===== config.mk =====
export PLATFORM = sky130hd
export DESIGN_NAME = button_click_classifier
export DESIGN_NICKNAME = d
export VERILOG_FILES = /design/src/rtl/bcc_pkg.sv /design/src/rtl/button_click_classifier.sv
export SDC_FILE = /design/constraint.sdc
export NUM_CORES = 1
export LEC_CHECK = 0
export ABC_CLOCK_PERIOD_IN_PS = 11800
export BUFFER_PORTS_ARGS = -buffer_cell sky130_fd_sc_hd__buf_2
export CAP_MARGIN = 20
export CORE_ASPECT_RATIO = 1.5
export CORE_UTILIZATION = 30
export DETAILED_ROUTE_END_ITERATION = 10
export SLEW_MARGIN = 20
export SYNTH_ARGS = -nofsm -noshare
export SYNTH_HDL_FRONTEND = slang
export SYNTH_SLANG_ARGS = --single-unit

===== constraint.sdc =====
create_clock -name i_clk -period 11.8 [get_ports i_clk]
set_input_delay 0 -clock i_clk [delete_from_list [all_inputs] [get_ports i_clk]]
set_output_delay 0 -clock i_clk [all_outputs]
set_load 0.005 [all_outputs]

===== src/rtl/bcc_pkg.sv =====
// Shared definitions for the button click classifier: item layouts,
// register indexes and reset values. No dependencies.
`timescale 1ns / 1ps

package bcc_pkg;

    localparam int unsigned TICK_W   = 32;
    localparam int unsigned COUNT_W  = 8;
    localparam int unsigned CFG_W    = 16;
    localparam int unsigned CFG_IDX_W = 1;
    localparam int unsigned IN_W     = 48;
    localparam int unsigned OUT_W    = 152;

    localparam logic [CFG_IDX_W-1:0] REG_SHORT_LIMIT  = 1'd0;
    localparam logic [CFG_IDX_W-1:0] REG_MULTI_WINDOW = 1'd1;

    localparam logic [CFG_W-1:0] SHORT_LIMIT_RST  = 16'd400;
    localparam logic [CFG_W-1:0] MULTI_WINDOW_RST = 16'd300;

    // Packed structs list the highest bits first, so the first field is last.
    typedef struct packed {
        logic [5:0]         pad;
        logic [COUNT_W-1:0] press_target;
        logic               query_enable;
        logic [TICK_W-1:0]  now_tick;
        logic               pressed_level;
    } t_in_item;

    typedef struct packed {
        logic [1:0]         pad;
        logic [TICK_W-1:0]  last_release_time;
        logic [TICK_W-1:0]  last_press_time;
        logic [COUNT_W-1:0] release_tally;
        logic [COUNT_W-1:0] consecutive_count;
        logic [TICK_W-1:0]  gap_ticks;
        logic [TICK_W-1:0]  hold_ticks;
        logic               multi_press_hit;
        logic               long_click;
        logic               short_click;
        logic               new_release;
        logic               new_press;
        logic               is_pressed;
    } t_out_item;

endpackage


===== src/rtl/button_click_classifier.sv =====
// An accepted item waits in the input register; its result is then registered in the
// result register, which drives the output. Throughput: one item per cycle while the
// receiver takes results; the input register and the result register form a two-stage
// flow-controlled pipeline, and the classifier state updates in one pass. Reset
// (i_rst_n low, synchronous) empties both stages, clears all tracking state and loads
// the limit registers with 400 and 300 ticks. No clearing pass is needed.
// Depends on bcc_pkg.
`timescale 1ns / 1ps

module button_click_classifier (
    input  logic                          i_clk,
    input  logic                          i_rst_n,
    // Configuration write channel.
    input  logic                          i_cfg_valid,
    output logic                          o_cfg_ready,
    input  logic [bcc_pkg::CFG_IDX_W-1:0] i_cfg_index,
    input  logic [bcc_pkg::CFG_W-1:0]     i_cfg_data,
    // Input items. tdata from bit 0: pressed_level, now_tick, query_enable,
    // press_target, zero padding.
    input  logic                          i_s_tvalid,
    output logic                          o_s_tready,
    input  logic [bcc_pkg::IN_W-1:0]      i_s_tdata,
    // Result items. tdata from bit 0: is_pressed, new_press, new_release,
    // short_click, long_click, multi_press_hit, hold_ticks, gap_ticks,
    // consecutive_count, release_tally, last_press_time, last_release_time,
    // zero padding.
    output logic                          o_m_tvalid,
    input  logic                          i_m_tready,
    output logic [bcc_pkg::OUT_W-1:0]     o_m_tdata
);
    import bcc_pkg::*;

    // Configuration registers. Writes are always taken.
    logic [CFG_W-1:0] r_short_limit;
    logic [CFG_W-1:0] r_multi_window;

    // Pipeline control and payload.
    logic      r_in_valid;
    t_in_item  r_in;
    logic      r_out_valid;
    t_out_item r_out;
    t_out_item n_out;
    logic      advance;

    // Classifier state.
    logic               r_primed;
    logic               r_held_level;
    logic [TICK_W-1:0]  r_press_stamp;
    logic [TICK_W-1:0]  r_release_stamp;
    logic [TICK_W-1:0]  r_hold_length;
    logic [TICK_W-1:0]  r_gap_length;
    logic [COUNT_W-1:0] r_burst_count;
    logic [COUNT_W-1:0] r_release_counter;

    logic               n_held_level;
    logic [TICK_W-1:0]  n_press_stamp;
    logic [TICK_W-1:0]  n_release_stamp;
    logic [TICK_W-1:0]  n_hold_length;
    logic [TICK_W-1:0]  n_gap_length;
    logic [COUNT_W-1:0] n_burst_count;
    logic [COUNT_W-1:0] n_release_counter;
    logic               rise;
    logic               fall;
    logic               hit;

    assign o_cfg_ready = 1'b1;

    // The stored item moves on when the result register is empty or being drained.
    // Because of that, a new item is taken while a finished result waits if the input register is empty.
    assign advance    = r_in_valid && (!r_out_valid || i_m_tready);
    assign o_s_tready = !r_in_valid || advance;
    assign o_m_tvalid = r_out_valid;
    assign o_m_tdata  = r_out;

    always_ff @(posedge i_clk) begin
        if (!i_rst_n) begin
            r_short_limit  <= SHORT_LIMIT_RST;
            r_multi_window <= MULTI_WINDOW_RST;
        end else if (i_cfg_valid) begin
            unique case (i_cfg_index)
                REG_SHORT_LIMIT:  r_short_limit  <= i_cfg_data;
                REG_MULTI_WINDOW: r_multi_window <= i_cfg_data;
                default: ;
            endcase
        end
    end

    // Input register.
    always_ff @(posedge i_clk) begin
        if (!i_rst_n) begin
            r_in_valid <= 1'b0;
        end else if (o_s_tready) begin
            r_in_valid <= i_s_tvalid;
        end
    end

    always_ff @(posedge i_clk) begin
        if (o_s_tready && i_s_tvalid) begin
            r_in <= t_in_item'(i_s_tdata);
        end
    end

    // One-pass update of the classifier for the item in the input register.
    // The first item after reset only samples the level: a button held at
    // start-up leaves the release counter at zero, so its release is not counted.
    always_comb begin
        n_held_level      = r_held_level;
        n_press_stamp     = r_press_stamp;
        n_release_stamp   = r_release_stamp;
        n_hold_length     = r_hold_length;
        n_gap_length      = r_gap_length;
        n_burst_count     = r_burst_count;
        n_release_counter = r_release_counter;
        rise              = 1'b0;
        fall              = 1'b0;
        hit               = 1'b0;

        if (!r_primed) begin
            n_held_level      = r_in.pressed_level;
            n_release_counter = r_in.pressed_level ? '0 : COUNT_W'(1);
        end else begin
            if (r_in.pressed_level != r_held_level) begin
                n_held_level = r_in.pressed_level;
                if (r_in.pressed_level) begin
                    n_press_stamp = r_in.now_tick;
                    rise          = 1'b1;
                end else begin
                    if (r_release_counter != '0) begin
                        n_release_stamp = r_in.now_tick;
                        fall            = 1'b1;
                    end
                    n_release_counter = r_release_counter + COUNT_W'(1);
                end
            end
            // Durations only move forward; a time earlier than the stamp keeps
            // the old length.
            if (n_held_level) begin
                if (r_in.now_tick >= n_press_stamp) begin
                    n_hold_length = r_in.now_tick - n_press_stamp;
                end
            end else if (r_in.now_tick >= n_release_stamp) begin
                n_gap_length = r_in.now_tick - n_release_stamp;
                if (n_gap_length > TICK_W'(r_multi_window)) begin
                    n_burst_count = '0;
                end
            end
            if (fall) begin
                n_burst_count = n_burst_count + COUNT_W'(1);
            end
            // The query sees the count after this item's own release.
            if (r_in.query_enable && (n_burst_count >= r_in.press_target)) begin
                n_burst_count = '0;
                hit           = 1'b1;
            end
        end

        n_out                   = '0;
        n_out.is_pressed        = n_held_level;
        n_out.new_press         = rise;
        n_out.new_release       = fall;
        n_out.short_click       = fall && (n_hold_length <= TICK_W'(r_short_limit));
        n_out.long_click        = fall && (n_hold_length > TICK_W'(r_short_limit));
        n_out.multi_press_hit   = hit;
        n_out.hold_ticks        = n_hold_length;
        n_out.gap_ticks         = n_gap_length;
        n_out.consecutive_count = n_burst_count;
        n_out.release_tally     = n_release_counter;
        n_out.last_press_time   = n_press_stamp;
        n_out.last_release_time = n_release_stamp;
    end

    // State and result registers.
    always_ff @(posedge i_clk) begin
        if (!i_rst_n) begin
            r_primed          <= 1'b0;
            r_held_level      <= 1'b0;
            r_press_stamp     <= '0;
            r_release_stamp   <= '0;
            r_hold_length     <= '0;
            r_gap_length      <= '0;
            r_burst_count     <= '0;
            r_release_counter <= '0;
        end else if (advance) begin
            r_primed          <= 1'b1;
            r_held_level      <= n_held_level;
            r_press_stamp     <= n_press_stamp;
            r_release_stamp   <= n_release_stamp;
            r_hold_length     <= n_hold_length;
            r_gap_length      <= n_gap_length;
            r_burst_count     <= n_burst_count;
            r_release_counter <= n_release_counter;
        end
    end

    always_ff @(posedge i_clk) begin
        if (!i_rst_n) begin
            r_out_valid <= 1'b0;
        end else if (advance) begin
            r_out_valid <= 1'b1;
        end else if (i_m_tready) begin
            r_out_valid <= 1'b0;
        end
    end

    always_ff @(posedge i_clk) begin
        if (advance) begin
            r_out <= n_out;
        end
    end

`ifndef SYNTHESIS
    // A counted release is classed as exactly one kind of click.
    a_click_class: assert property (@(posedge i_clk) disable iff (!i_rst_n)
        r_out_valid |-> ((r_out.short_click || r_out.long_click) == r_out.new_release)
                        && !(r_out.short_click && r_out.long_click))
        else $error("click class does not match release");

    // A hit always leaves the consecutive count cleared.
    a_hit_clears: assert property (@(posedge i_clk) disable iff (!i_rst_n)
        (r_out_valid && r_out.multi_press_hit) |-> (r_out.consecutive_count == '0))
        else $error("multi-press hit left count set");

    // Edges agree with the reported level.
    a_edge_level: assert property (@(posedge i_clk) disable iff (!i_rst_n)
        r_out_valid |-> (!r_out.new_press || r_out.is_pressed)
                        && (!r_out.new_release || !r_out.is_pressed))
        else $error("edge flag disagrees with level");

    // A new result only appears after an item sat in the input register.
    a_out_source: assert property (@(posedge i_clk) disable iff (!i_rst_n)
        (r_out_valid && !$past(r_out_valid)) |-> $past(r_in_valid))
        else $error("result appeared without an item");
`endif

endmodule


==> reports/metrics.cfg <==
[sta]
setup_slack_ns=1.83
worstMarginPinSlew_ns=1.14
setup-violations-final=0
min_period_ns=9.97
max_clock_freq_mhz=100
setup_tns_ns=0
final-max-slew-violation-count=0
whs_ns=0.00702
fin_skew_ns=0.0188
slew_headroom=0.224
post-route-period-util=0.845
final_hold_viol_count=0
rsz0062_at_grt=no

[synthesis]
ys_seq_elements=372
yosysUniqueCellTypes=87
synth-edff-count=192
synthCells=2084
ys.flop_type=edfxtp_1
synth.yosys.seq_area_share=0.463
synth_area_per_cell_um2=9.71
synth.largest_area_cell=edfxtp_1
ys_async_sr_fraction=0
netlist.area_leader.share=0.285
netlist_area_um2=20200
synth.top_cells.by_area=edfxtp_1 28%, dfxtp_1 18%, nand2_1 7.5%
ys_warn_count=0

[floorplan]
num_rows=116
core_region_area_um2=66800
initial_utilization=0.303
die_w_um=214
fp.dieH_um=320
die-area_um2=68600
io_pins=225

[global_route]
grt_max_degree=115
grt_pass1_vias=15960
antenna_found_initial=0
grt_pass1_wl_um=94100
grt_util_all_layers=0.177
grt_overflow=0

[layout]
num-nets-final=2485
area_delta_synth_final_pct=19.0
diodes=0
sequential_cell_area_um2=9370
final_area_um2=24100
utilization=0.361
multi_input_area_um2=10200
layout-drive-gt1-share=0.170
layoutNonFillerInstCount=3221
fill_cells=6781

[worst_setup_path]
worstPathArrival_ns=10.47
worstSetupPathType=flip-flop to flip-flop
endpoint_kind=flip-flop
cp_max_fo=34
cp_common_cell=a21o_1
cpMaxStageDelayCell=buf_4
r2r_start=r_in[0]
cp.required_ns=12.30
cp-startpoint=r_in[0]
start_kind=flip-flop
cpPeakStageDelay_ns=0.51

[clock_network]
htree_levels=2
cts_inserted_buffers=38
clk_latency_ns=0.57
clk_pin_slew_ns=0.06
clockRootBuffer=clkbuf_16
cts_buffer_depth=3
cts_sinks=372
cts-resized-gates=0
tritoncts=built

[place]
port_buffers=215
dp_cells=3086
hpwl_um=45700
globalplace.congestion=0.894
place_ws_ns=1.82
dpl_cell_area_um2=22100

[power_and_ir_drop]
p_total_mw=3.23
ir_worst_vdd_v=0.0000843
p_clk_frac=0.395
power-per-cell-area_nw_per_um2=134
p_switching_uw=900
power.internal_mw=2.33
switching_share=0.278
power_frac_comb=0.156
p_leak_nw=9.21
p_seq_frac=0.449

[job]
maxCapViolations=0

[min_path]
min-delay-start=i_rst_n
hold_class=input pin to flip-flop

[detailed_routing]
via_per_inst=4.99
drc=0
ant_nets=0
wl_um=61600
dr.pass1.iters=5
drt_iter0_markers=869
num_vias=16072
wl_per_cell_um=19.1

[outcome]
status=finished, final reports clean

-- area by class of cell --
type	count	area share
multi-input cells	1524	0.422
flip-flops and latches	372	0.389
repair buffers	293	0.0763
well taps	885	0.0460
clock buffers	43	0.0411
clock inverters	27	0.0130
inverters	77	0.0123
-- what timing repair did --
item | in CTS | in global routing
hold buffers | 64 | 0
hold endpoints to repair | 76 | 0
setup buffers | 0 | 0
-- critical path: cells and delay by family (launching register included) --
kind / cells / cell delay (ns)
simple gates: 9 / 2.19
buf+inv: 1 / 0.51
xor+xnor: 1 / 0.26
compound gates: 18 / 4.60
flops: 1 / 0.46
fa+ha+maj: 5 / 1.62
mux: 1 / 0.26
-- cell usage after synthesis, drive strengths merged (63+ instances only) --
library cell / instances
mux2i: 63
inv: 76
edfxtp: 192
clkbuf: 93
o21ai: 101
nor2: 107
a21oi: 82
mux2: 79
dfxtp: 180
a21boi: 132
ha: 107
nand2: 402
-- logic make-up (layout without fill, tap and decap cells) --
logic type / after synthesis / count (layout) / synth area share
multiplexers: 142 / 142 / 0.0751
flip-flops: 372 / 372 / 0.463
XOR/XNOR: 63 / 63 / 0.0276
adder cells (fa/ha/maj): 109 / 109 / 0.0681
other: 2 / 3 / 0.000371
AND/OR/NAND/NOR: 698 / 698 / 0.156
buffers and inverters: 189 / 440 / 0.0369
AO/OA/AOI/OAI: 509 / 509 / 0.173
-- final timing paths --
path | endpoint | slack [ns] | cells after the start
max | r_burst_count[7] | 1.83 | 35
min | r_gap_length[23] | 0.007 | 2
max reg2reg | r_burst_count[7] | 1.83 | 35
min reg2reg | r_gap_length[14] | 0.45 | 2
-- cell usage in the layout, fill, tap and decap left out, drive strengths merged, types with 20 or more instances in the layout --
cell type    synthesis  final
nor2               107    107
clkbuf              93     43
inv                 76     81
a21oi               82     82
edfxtp             192    192
o21ai              101    101
nand4               30     30
ha                 107    107
a21o                38     38
nand2              402    402
buf                 19    229
dlygate4sd3          0     64
o21a                26     26
xor2                21     21
a211oi              23     23
nor3                21     21
a21boi             132    132
mux2                79     79
nor3b               22     22
xnor2               42     42
nand3               20     20
mux2i               63     63
dfxtp              180    180
-- state kept, by name, indices dropped and copies added (netlist names) --
| register | count |
|---|---|
| r_in | 42 |
| r_press_stamp | 32 |
| r_short_limit | 16 |
| r_burst_count | 8 |
| r_held_level | 1 |
| r_release_counter | 8 |
| r_multi_window | 16 |
| r_hold_length | 32 |
| o_m_tdata | 150 |
| o_m_tvalid | 1 |
| r_release_stamp | 32 |
| r_gap_length | 32 |
| r_in_valid | 1 |
| r_primed | 1 |
-- metal layers --
metal / wire length, um / global-route usage
met4: 2870 / 0.0821
met5: 0 / 0
met2: 29000 / 0.299
met1: 26600 / 0.218
met3: 3110 / 0.0315
-- power groups by stage --
stage / Combinational [mW] / Sequential [mW] / Clock, mW
after floorplan: 0.330 / 1.46 / 0
after global placement: 0.480 / 1.48 / 0
after detailed placement: 0.487 / 1.48 / 0
after CTS: 0.506 / 1.45 / 1.32
after global routing: 0.559 / 1.46 / 1.36
final: 0.505 / 1.45 / 1.28
Note: power is estimated with default switching activity, not from simulation.
